==> src/sv/text_packet_receiver_defines.svh <==
// ---------------------------------------------------------------------------
// text_packet_receiver_defines
// Assertion macros used by the packet receiver back end (trp_back).
// ---------------------------------------------------------------------------
`ifndef TEXT_PACKET_RECEIVER_DEFINES_SVH
`define TEXT_PACKET_RECEIVER_DEFINES_SVH

// Same-cycle implication, clocked on clk and idle during reset
`define TRP_ASSERT_NOW(label, ante, cons, msg) \
  label: assert property (@(posedge clk) disable iff (rst) (ante) |-> (cons)) \
    else $error(msg);

// Next-cycle implication, clocked on clk and idle during reset
`define TRP_ASSERT_NEXT(label, ante, cons, msg) \
  label: assert property (@(posedge clk) disable iff (rst) (ante) |=> (cons)) \
    else $error(msg);

`endif

==> src/sv/trp_pkg.sv <==
// ---------------------------------------------------------------------------
// trp_pkg
// Beat types, byte codes and field widths of the text packet receiver.
// ---------------------------------------------------------------------------
package trp_pkg;

  localparam int BYTE_W = 8;
  localparam int IDX_W  = 6;
  localparam int LEN_W  = 7;

  // Framing bytes
  localparam logic [BYTE_W-1:0] START_BYTE = 8'h40;
  localparam logic [BYTE_W-1:0] CR_BYTE    = 8'h0D;
  localparam logic [BYTE_W-1:0] LF_BYTE    = 8'h0A;

  // Input beat operation codes
  localparam logic OP_BYTE    = 1'b0;
  localparam logic OP_RELEASE = 1'b1;

  typedef struct packed {
    logic              operation;
    logic [BYTE_W-1:0] rx_byte;
  } in_item_t;

  typedef struct packed {
    logic [BYTE_W-1:0] payload_byte;
    logic [IDX_W-1:0]  byte_index;
    logic [LEN_W-1:0]  packet_length;
    logic              overflowed;
    logic              last;
  } out_item_t;

  // Emit command passed from front to back
  typedef struct packed {
    logic [LEN_W-1:0] length;
    logic             overflowed;
  } cmd_t;

  // Payload store write port
  typedef struct packed {
    logic              en;
    logic [IDX_W-1:0]  addr;
    logic [BYTE_W-1:0] data;
  } mem_wr_t;

endpackage

==> src/sv/trp_front.sv <==
// ---------------------------------------------------------------------------
// trp_front
// Framing state machine: hunts for start, collects payload, waits for LF,
// and queues an emit command per completed packet.
// ---------------------------------------------------------------------------
module trp_front #(
  parameter int BUFFER_DEPTH = 64
) (
  input  logic              clk,
  input  logic              rst,
  input  logic              in_valid,
  output logic              in_ready,
  input  trp_pkg::in_item_t in_data,
  input  logic              busy,
  input  logic              q_full,
  output logic              cmd_push,
  output trp_pkg::cmd_t     cmd_data,
  output trp_pkg::mem_wr_t  mem_wr
);
  import trp_pkg::*;

  localparam int CW = $clog2(BUFFER_DEPTH + 1);

  typedef enum logic [1:0] {
    PH_HUNT    = 2'd0,
    PH_COLLECT = 2'd1,
    PH_WAIT_LF = 2'd2
  } phase_t;

  phase_t        phase;
  logic [CW-1:0] fill_count;
  logic          packet_held;
  logic          overflow_seen;

  logic is_byte, is_cr, is_lf, is_start, room;
  logic want_write, want_emit, fire;

  // Classify the beat and decide whether it can go now
  always_comb begin
    is_byte    = (in_data.operation == OP_BYTE);
    is_cr      = (in_data.rx_byte == CR_BYTE);
    is_lf      = (in_data.rx_byte == LF_BYTE);
    is_start   = (in_data.rx_byte == START_BYTE);
    room       = (fill_count < CW'(BUFFER_DEPTH));
    want_write = is_byte && (phase == PH_COLLECT) && !is_cr && room;
    want_emit  = is_byte && (phase == PH_WAIT_LF) && is_lf;
    // store writes wait until the back has drained the previous packet
    in_ready   = !(want_write && busy) && !(want_emit && q_full);
    fire       = in_valid && in_ready;
  end

  // Store write and emit command
  always_comb begin
    mem_wr.en           = fire && want_write;
    mem_wr.addr         = IDX_W'(fill_count);
    mem_wr.data         = in_data.rx_byte;
    cmd_push            = fire && want_emit;
    cmd_data.length     = LEN_W'(fill_count);
    cmd_data.overflowed = overflow_seen;
  end

  // Framing state
  always_ff @(posedge clk) begin
    if (rst) begin
      phase         <= PH_HUNT;
      fill_count    <= '0;
      packet_held   <= 1'b0;
      overflow_seen <= 1'b0;
    end else if (fire) begin
      if (!is_byte) begin
        packet_held <= 1'b0;
      end else begin
        unique case (phase)
          PH_COLLECT: begin
            if (is_cr) begin
              phase <= PH_WAIT_LF;
            end else if (room) begin
              fill_count <= fill_count + CW'(1);
            end else begin
              overflow_seen <= 1'b1;
            end
          end
          PH_WAIT_LF: begin
            if (is_lf) begin
              phase       <= PH_HUNT;
              packet_held <= 1'b1;
            end
          end
          default: begin
            if (is_start && !packet_held) begin
              phase         <= PH_COLLECT;
              fill_count    <= '0;
              overflow_seen <= 1'b0;
            end else begin
              phase <= PH_HUNT;
            end
          end
        endcase
      end
    end
  end

endmodule

==> src/sv/trp_cmd_queue.sv <==
// ---------------------------------------------------------------------------
// trp_cmd_queue
// Two-entry queue of emit commands between front and back.
// ---------------------------------------------------------------------------
module trp_cmd_queue (
  input  logic          clk,
  input  logic          rst,
  input  logic          push,
  input  trp_pkg::cmd_t push_data,
  output logic          full,
  output logic          valid,
  input  logic          pop,
  output trp_pkg::cmd_t pop_data
);
  import trp_pkg::*;

  cmd_t       entries [2];
  logic       wr_ptr;
  logic       rd_ptr;
  logic [1:0] count;

  assign full     = (count == 2'd2);
  assign valid    = (count != 2'd0);
  assign pop_data = entries[rd_ptr];

  // Pointers and occupancy
  always_ff @(posedge clk) begin
    if (rst) begin
      wr_ptr <= 1'b0;
      rd_ptr <= 1'b0;
      count  <= 2'd0;
    end else begin
      if (push) wr_ptr <= ~wr_ptr;
      if (pop)  rd_ptr <= ~rd_ptr;
      if (push && !pop) begin
        count <= count + 2'd1;
      end else if (pop && !push) begin
        count <= count - 2'd1;
      end
    end
  end

  // Entry storage
  always_ff @(posedge clk) begin
    if (push) begin
      entries[wr_ptr] <= push_data;
    end
  end

endmodule

==> src/sv/trp_back.sv <==
// ---------------------------------------------------------------------------
// trp_back
// Payload store and emitter: replays a stored packet as a run of result
// beats through a read stage and an output register.
// ---------------------------------------------------------------------------
`include "text_packet_receiver_defines.svh"

module trp_back #(
  parameter int BUFFER_DEPTH = 64
) (
  input  logic               clk,
  input  logic               rst,
  input  trp_pkg::mem_wr_t   mem_wr,
  input  logic               cmd_valid,
  input  trp_pkg::cmd_t      cmd_data,
  output logic               cmd_pop,
  output logic               active,
  output logic               out_valid,
  input  logic               out_ready,
  output trp_pkg::out_item_t out_data
);
  import trp_pkg::*;

  localparam int AW = (BUFFER_DEPTH > 1) ? $clog2(BUFFER_DEPTH) : 1;

  logic [BYTE_W-1:0] mem [BUFFER_DEPTH];

  logic [LEN_W-1:0]  len;
  logic              ovf;
  logic [LEN_W-1:0]  idx;
  logic              rd_valid;
  out_item_t         rd_meta;

  logic load, issue, rd_move, cur_last;

  // Sequencer and pipeline advance
  always_comb begin
    load     = !active && cmd_valid;
    cmd_pop  = load;
    rd_move  = rd_valid && (!out_valid || out_ready);
    issue    = active && (!rd_valid || rd_move);
    cur_last = (len == '0) || ((idx + LEN_W'(1)) == len);
  end

  // Payload store write
  always_ff @(posedge clk) begin
    if (mem_wr.en) begin
      mem[mem_wr.addr[AW-1:0]] <= mem_wr.data;
    end
  end

  // Control state
  always_ff @(posedge clk) begin
    if (rst) begin
      active    <= 1'b0;
      rd_valid  <= 1'b0;
      out_valid <= 1'b0;
    end else begin
      if (load) begin
        active <= 1'b1;
      end else if (issue && cur_last) begin
        active <= 1'b0;
      end
      if (issue) begin
        rd_valid <= 1'b1;
      end else if (rd_move) begin
        rd_valid <= 1'b0;
      end
      if (rd_move) begin
        out_valid <= 1'b1;
      end else if (out_ready) begin
        out_valid <= 1'b0;
      end
    end
  end

  // Payload path: command, read stage, output register
  always_ff @(posedge clk) begin
    if (load) begin
      len <= cmd_data.length;
      ovf <= cmd_data.overflowed;
      idx <= '0;
    end
    if (issue) begin
      idx                   <= idx + LEN_W'(1);
      // an empty packet reports a zero byte
      rd_meta.payload_byte  <= (len == '0) ? '0 : mem[idx[AW-1:0]];
      rd_meta.byte_index    <= IDX_W'(idx);
      rd_meta.packet_length <= len;
      rd_meta.overflowed    <= ovf;
      rd_meta.last          <= cur_last;
    end
    if (rd_move) begin
      out_data <= rd_meta;
    end
  end

  // Checks
  `TRP_ASSERT_NOW(a_no_write_while_draining, mem_wr.en, !active && !cmd_valid, "early store write")
  `TRP_ASSERT_NOW(a_more_beats_follow, out_valid && !out_data.last, active || rd_valid, "no last")
  `TRP_ASSERT_NOW(a_len_in_range, active, len <= LEN_W'(BUFFER_DEPTH), "length too large")
  `TRP_ASSERT_NEXT(a_last_ends_run, issue && cur_last && !load, !active, "active after last")

endmodule

==> src/sv/text_packet_receiver.sv <==
// ---------------------------------------------------------------------------
// text_packet_receiver
// Deframes '@' payload CR LF packets from a received byte stream.
// ---------------------------------------------------------------------------
// Input beats carry either a received byte or a release of the held packet.
// Output beats replay a completed packet, one per payload byte, with its
// index, length, overflow flag and a last mark; an empty packet gives one
// beat with length 0.
// On LF an emit command enters a two-entry queue; the back loads it, reads
// the first byte into its read stage and moves it to the output register,
// and further beats follow one per cycle while out_ready stays high.
// A payload byte waits at in_ready low while an earlier packet is still
// draining, since it would overwrite the store; an LF waits while the queue
// is full. Other beats go through at once.
// When out_ready is low the output register and read stage hold their
// beats and the run pauses; nothing is dropped.
// Reset clears the framing state, queue and emitter; the payload store
// needs no clearing, since only bytes of the current packet are read.
// ---------------------------------------------------------------------------
module text_packet_receiver #(
  parameter int BUFFER_DEPTH = 64
) (
  input  logic               clk,
  input  logic               rst,
  input  logic               in_valid,
  output logic               in_ready,
  input  trp_pkg::in_item_t  in_data,
  output logic               out_valid,
  input  logic               out_ready,
  output trp_pkg::out_item_t out_data
);
  import trp_pkg::*;

  logic    cmd_push, cmd_pop, q_full, q_valid, back_active, busy;
  cmd_t    push_cmd, pop_cmd;
  mem_wr_t mem_wr;

  // A packet is in flight while a command waits or the back is replaying
  assign busy = q_valid || back_active;

  trp_front #(.BUFFER_DEPTH(BUFFER_DEPTH)) u_front (
    .clk      (clk),
    .rst      (rst),
    .in_valid (in_valid),
    .in_ready (in_ready),
    .in_data  (in_data),
    .busy     (busy),
    .q_full   (q_full),
    .cmd_push (cmd_push),
    .cmd_data (push_cmd),
    .mem_wr   (mem_wr)
  );

  trp_cmd_queue u_queue (
    .clk       (clk),
    .rst       (rst),
    .push      (cmd_push),
    .push_data (push_cmd),
    .full      (q_full),
    .valid     (q_valid),
    .pop       (cmd_pop),
    .pop_data  (pop_cmd)
  );

  trp_back #(.BUFFER_DEPTH(BUFFER_DEPTH)) u_back (
    .clk       (clk),
    .rst       (rst),
    .mem_wr    (mem_wr),
    .cmd_valid (q_valid),
    .cmd_data  (pop_cmd),
    .cmd_pop   (cmd_pop),
    .active    (back_active),
    .out_valid (out_valid),
    .out_ready (out_ready),
    .out_data  (out_data)
  );

endmodule
==> config.mk <==
export PLATFORM = sky130hd
export DESIGN_NAME = text_packet_receiver
export DESIGN_NICKNAME = d
export VERILOG_FILES = /design/src/sv/trp_pkg.sv /design/src/sv/trp_front.sv /design/src/sv/trp_cmd_queue.sv /design/src/sv/trp_back.sv /design/src/sv/text_packet_receiver.sv
export VERILOG_INCLUDE_DIRS = /design/src /design/src/sv
export SDC_FILE = /design/constraint.sdc
export NUM_CORES = 1
export LEC_CHECK = 0
export BUFFER_PORTS_ARGS = -buffer_cell sky130_fd_sc_hd__buf_2
export CAP_MARGIN = 25
export CELL_PAD_IN_SITES_DETAIL_PLACEMENT = 1
export CELL_PAD_IN_SITES_GLOBAL_PLACEMENT = 1
export CORE_ASPECT_RATIO = 1.4
export CORE_MARGIN = 2
export CORE_UTILIZATION = 55
export DETAILED_ROUTE_END_ITERATION = 16
export PLACE_DENSITY_LB_ADDON = 0.1
export SKIP_LAST_GASP = 1
export SYNTH_ARGS = -nofsm -noshare
export SYNTH_HDL_FRONTEND = slang
export SYNTH_SLANG_ARGS = --single-unit
export TNS_END_PERCENT = 5
==> constraint.sdc <==
create_clock -name clk -period 2.93 [get_ports clk]
set_input_delay 0.4395 -clock clk [delete_from_list [all_inputs] [get_ports clk]]
set_output_delay 0.4395 -clock clk [all_outputs]
set_load 0.01 [all_outputs]
* Word level (Yosys, flattened, before mapping)
Memory sizes are Yosys's and may differ from the RTL's. A register that Yosys moved wholly into a read port is not among the register bits. Cells that the tools add are included. Widths: inputs -> output; s select.
Storage, ports and cells: bits in registers 63, bits in writable memories 528, memories kept 2
Cells by class: add/sub/neg operators 4, order comparisons 1, eq/ne operators 12, mux-type cells 29, bitwise operators 4, reduce and logical (&&, ||, !) cells 45
Memories:
- u_back.mem | words 64, width 8, read ports 1, clocked after Yosys merged registers in 1, wr ports 1, RTL line trp_back.sv:26 | logic [BYTE_W-1:0] mem [BUFFER_DEPTH];
- u_queue.entries | words 2, width 8, read ports 1, clocked after Yosys merged registers in 1, wr ports 1, RTL line trp_cmd_queue.sv:17 | cmd_t entries [2];
Operators by type and width (number):
- $mux 7 | 5
- $logic_and 1x1->1 | 18
- $reduce_bool 2->1 | 9
- $mux 1 | 17
- $eq 8x4->1 const B | 2
- $add 7x1->7 const B | 2
- $pmux 7 s2 | 1
- $reduce_and 6->1 | 2
- $logic_not 1->1 | 9
- $eq 8x7->1 const B | 1
- $mux 2 | 4
- $eq 7x7->1 | 1
- $logic_not 7->1 | 1
- $lt 7x7->1 const B | 1
- $ne 2x1->1 const B | 3
- $eq 2x2->1 const B | 2
- $logic_or 1x1->1 | 4
- $ne 2x2->1 const B | 2
- $not 1->1 | 4
- $pmux 2 s2 | 1
- $reduce_and 4->1 | 1
- $reduce_and 3->1 | 1
- $add 2x1->2 const B | 1
- $eq 2x1->1 const B | 1
- other kinds (2) | 2

* Depth between registers and ports, before layout
word-level depth 13, gate-level depth with buffers 10, mapped depth without buffers 8

* Modules after synthesis
Synthesis repeated with hierarchy kept, for this count alone.
Unflattened totals: cell total of the unflattened synthesis 1218, area total of the unflattened synthesis 23820.3 um^2
Modules (own cells, without submodules):
- trp_back | instances 1, cells each 1064, area each 22181.3 um^2, seq. area each 17266.6 um^2
- trp_front | instances 1, cells each 106, area each 847.1 um^2, seq. area each 220.2 um^2
- trp_cmd_queue | instances 1, cells each 47, area each 785.8 um^2, seq. area each 580.6 um^2
- text_packet_receiver | instances 1, cells each 1, area each 6.3 um^2, seq. area each 0.0 um^2

* Worst setup path after synthesis
OpenSTA, ideal clock, no wires.
path type input to register, from in in_data[5] (netlist bit), to mem u_queue.entries[0][0] (netlist bit) (enable), setup time 373 ps, arrival 2129 ps, required time 2557 ps, slack 427 ps, cell stages on the path 4, buffers on the path 0, cells stage by stage or3_4 o311a_1 a2111oi_4 nor2b_1
On the way: word-level cells in the longest chain between the ends 11
Ends and longest elaborated chain:
- start: declaration | RTL line text_packet_receiver.sv:27 | input trp_pkg::in_item_t in_data,
- $eq 8x4->1 | RTL line trp_front.sv:41 | is_cr = (in_data.rx_byte == CR_BYTE);
- $logic_not 1->1 | RTL line trp_front.sv:45 | want_write = is_byte && (phase == PH_COLLECT) && !is_cr && room;
- $logic_and 1x1->1 (2 in series) | RTL line trp_front.sv:45
- $logic_and 1x1->1 | RTL line trp_front.sv:48 | in_ready = !(want_write && busy) && !(want_emit && q_full);
- $logic_not 1->1 | RTL line trp_front.sv:48
- $logic_and 1x1->1 | RTL line trp_front.sv:48
- $logic_and 1x1->1 | RTL line trp_front.sv:49 | fire = in_valid && in_ready;
- $logic_and 1x1->1 * | RTL line trp_front.sv:57 | cmd_push = fire && want_emit;
- net cmd_push | RTL line text_packet_receiver.sv:34 | logic cmd_push, cmd_pop, q_full, q_valid, back_active, busy;
- $mux 1 * | RTL line trp_cmd_queue.sv:45 | if (push) begin
- $mux 1 (not written as such) * | RTL line trp_cmd_queue.sv:46 | entries[wr_ptr] <= push_data;
- end: declaration | RTL line trp_cmd_queue.sv:17
Mark *: on every way through the listed nets, which the timed path passes. The rest lies on a longest branch.

==> flow_summary.toml <==
[status]
outcome = "finished clean"

[timing]
fmax_mhz = 375
finalHoldViolations = 0
worst_slew_pin_slew_ps = 810
period_minus_slack_ps = 2670
finalSetupTns_ps = 0
rsz0062_at_grt = "no"
fin_skew_ps = 25.3
period_share = 0.910
slew_headroom = 0.460
setup_violations = 0
slew_viol_final = 0

[synthesis]
synth-main-ff-cell = "edfxtp_1"
synth.distinct_cells = 53
avgSynthCellArea_um2 = 20.3
yosysMostFrequentCell = "edfxtp_1"
syn-num-nets = 1184
synth_top_area_cell = "edfxtp_1"
synth_warnings = 0
synthesis.area_um2 = 23600
synth_edf_count = 589
yosysTopAreaCellShare = 0.749
synth-async-reset-ratio = 0
synth.yosys.seq_area_share = 0.765
ys_ff_latch = 607
synthCells = 1165
synth_common_cells = "edfxtp_1 (589), mux4_2 (136), nor2_1 (106)"
synth.area.top_cells = "edfxtp_1 (75%), mux4_2 (13%), nor2_1 (1.7%)"

[critical_path]
worst_path_most_repeated_cell = "buf_12"
crit_path_cell_trace = "buf_12, buf_12, mux4_2, nor2b_1, a211oi_1, o31ai_1"
critPathMaxFanout = 68
critPathSlowestCell = "mux4_2"
critPathMaxStageDelay_ps = 590
worstPathRequired_ps = 3260
setup.worst_path.class = "register to register"
endpoint_kind = "register"
crit_arrival_ps = 3000
start_kind = "register"
crit_buf_inv = 2
crit_family = "compound AO/OA/AOI/OAI gates"

[clock_tree]
clock_sinks = 607
clk_pin_slew_ps = 70
clock-root-buffer = "clkbuf_16"
cts_tree = "yes"
hold_buffers = 0
cts_buffers = 56
postCtsResizedCells = 0
htreeDepth = 2
post_cts_buffers = 0
clockBufferDepth = 3
insertion_delay_ps = 600

[global_route]
antenna_found_initial = 1
grt_pass1_vias = 12700
globalRouteOverflowTotal = 0
grt_max_degree = 69
grt_use_total = 0.265
grt_pass1_wl_um = 84500

[drt]
wl_per_cell_um = 29.8
avgViaCountPerCell = 6.14
drtIter0Drc = 957
num_vias = 11700
routed_wl_um = 56700
detail_route.first_pass.iterations = 5
drc = 0
drtAntennaViolNets = 0

[final_layout]
nNetsFinal = 1328
syn2layout_area_growth_pct = 14.0
drive_gt1_frac = 0.281
antenna_cells = 0
fin_util = 0.637
nFillCells = 3458
seq_area_um2 = 18000
multi_input_area_um2 = 5210

[power_and_ir_drop]
pwr-share-clk = 0.310
seqPwrFrac = 0.437
power.density_nw_per_um2 = 873
p_leak_nw = 8.65
switching_share = 0.282
p_comb_frac = 0.253
cell_internal_pwr_w = 0.0168
irDropWorstVdd_mv = 0.724
p_sw_w = 0.00663

[floorplanning]
core_area_um2 = 42200
initial_utilization = 0.559
die_area_um2 = 44600
placementRows = 89
die_h_um = 249
io_pins = 38
die_w_um = 179

[run]
drv_cap = 0

[min_path]
holdCritPathClass = "input pin to register"

[placed_design]
dpl.hpwl_um = 36600
finalWeightedCongestion = 0.763
portBuffers = 37
[registers in the layout, indices dropped and copies added, names as in the netlist, 2 cells and up]
signal / count
u_back.mem: 512
u_back.out_data: 23
u_back.rd_meta: 23
u_queue.entries: 16
u_back.idx: 7
u_back.len: 7
u_front.fill_count: 7
u_front.phase: 2
u_queue.count: 2
[power groups by stage]
stage          Combinational (W)  Clock, W  Sequential (W)
5_1_grt                  0.00630   0.00768          0.0103
4_1_cts                  0.00603   0.00738          0.0103
6_report                 0.00594   0.00728          0.0103
3_5_place_dp             0.00598         0          0.0104
3_3_place_gp             0.00585         0          0.0104
2_1_floorplan            0.00403         0          0.0103
[kinds of logic (layout without fill, tap and decap cells)]
group,Yosys count,after routing,synth area share
DFF,607,607,0.765
and+or+nand+nor,228,228,0.0461
muxes,154,154,0.138
AOI/OAI and AO/OA,86,86,0.0249
buffers and inverters,67,258,0.0146
xor gates and xnor gates,17,17,0.00875
adders and majority gates,6,6,0.00318
[layer usage]
metal / vias to the layer above / share of wire / routed length (um) / global-route usage
li1: 5047 / - / - / -
met1: 6156 / 0.37 / 21100 / 0.332
met2: 361 / 0.55 / 30900 / 0.472
met3: 107 / 0.049 / 2780 / 0.0363
met4: 2 / 0.033 / 1900 / 0.0897
met5: - / 0.00019 / 11 / 0
[cell usage in the layout (no fill, tap or decap), types with 15 or more instances in the layout]
master / count
nand2_1: 33
o21ai_0: 20
nand3_1: 15
edfxtp_1: 589
clkbuf_16: 57
mux4_2: 136
dfxtp_1: 18
buf_4: 98
clkinv_1: 17
buf_2: 37
nor2_1: 106
o22ai_1: 23
[final timing paths]
path | start | to | slack, ps | cells after the start
setup reg to reg | u_back.idx[2]$_SDFFCE_PN0P_ | u_back.rd_meta[15]$_SDFFCE_PN0P_ | 260 | 6
hold / removal | in_data[5] | u_back.mem[0][5]$_DFFE_PP_ | 140 | 1
setup / recovery | u_back.idx[2]$_SDFFCE_PN0P_ | u_back.rd_meta[15]$_SDFFCE_PN0P_ | 260 | 6
hold reg to reg | u_back.rd_meta[4]$_DFFE_PP_ | u_back.out_data[4]$_DFFE_PP_ | 420 | 0
[layout make-up]
type                    instances  share of cell area
clock buffers                  67              0.0552
multi-input cells             491               0.194
inverters                       9             0.00126
repair buffers                144              0.0409
well taps                     546              0.0254
clock inverters                38              0.0126
flip-flops and latches        607               0.671
[stage by stage]
stage | hold WS [ps] | setup slack, ps | power [W] | instance area [um^2] | cells
2_1_floorplan | 400 | 427 | 0.0144 | 23600 | 1165
3_3_place_gp | 401 | 175 | 0.0163 | 25100 | 1797
3_5_place_dp | 406 | 161 | 0.0164 | 25100 | 1797
4_1_cts | 169 | 270 | 0.0237 | 26900 | 1902
5_1_grt | 153 | 190 | 0.0243 | 26900 | 1902
6_report | 143 | 265 | 0.0235 | 26900 | 1902
(Power assumes the default switching activity.)
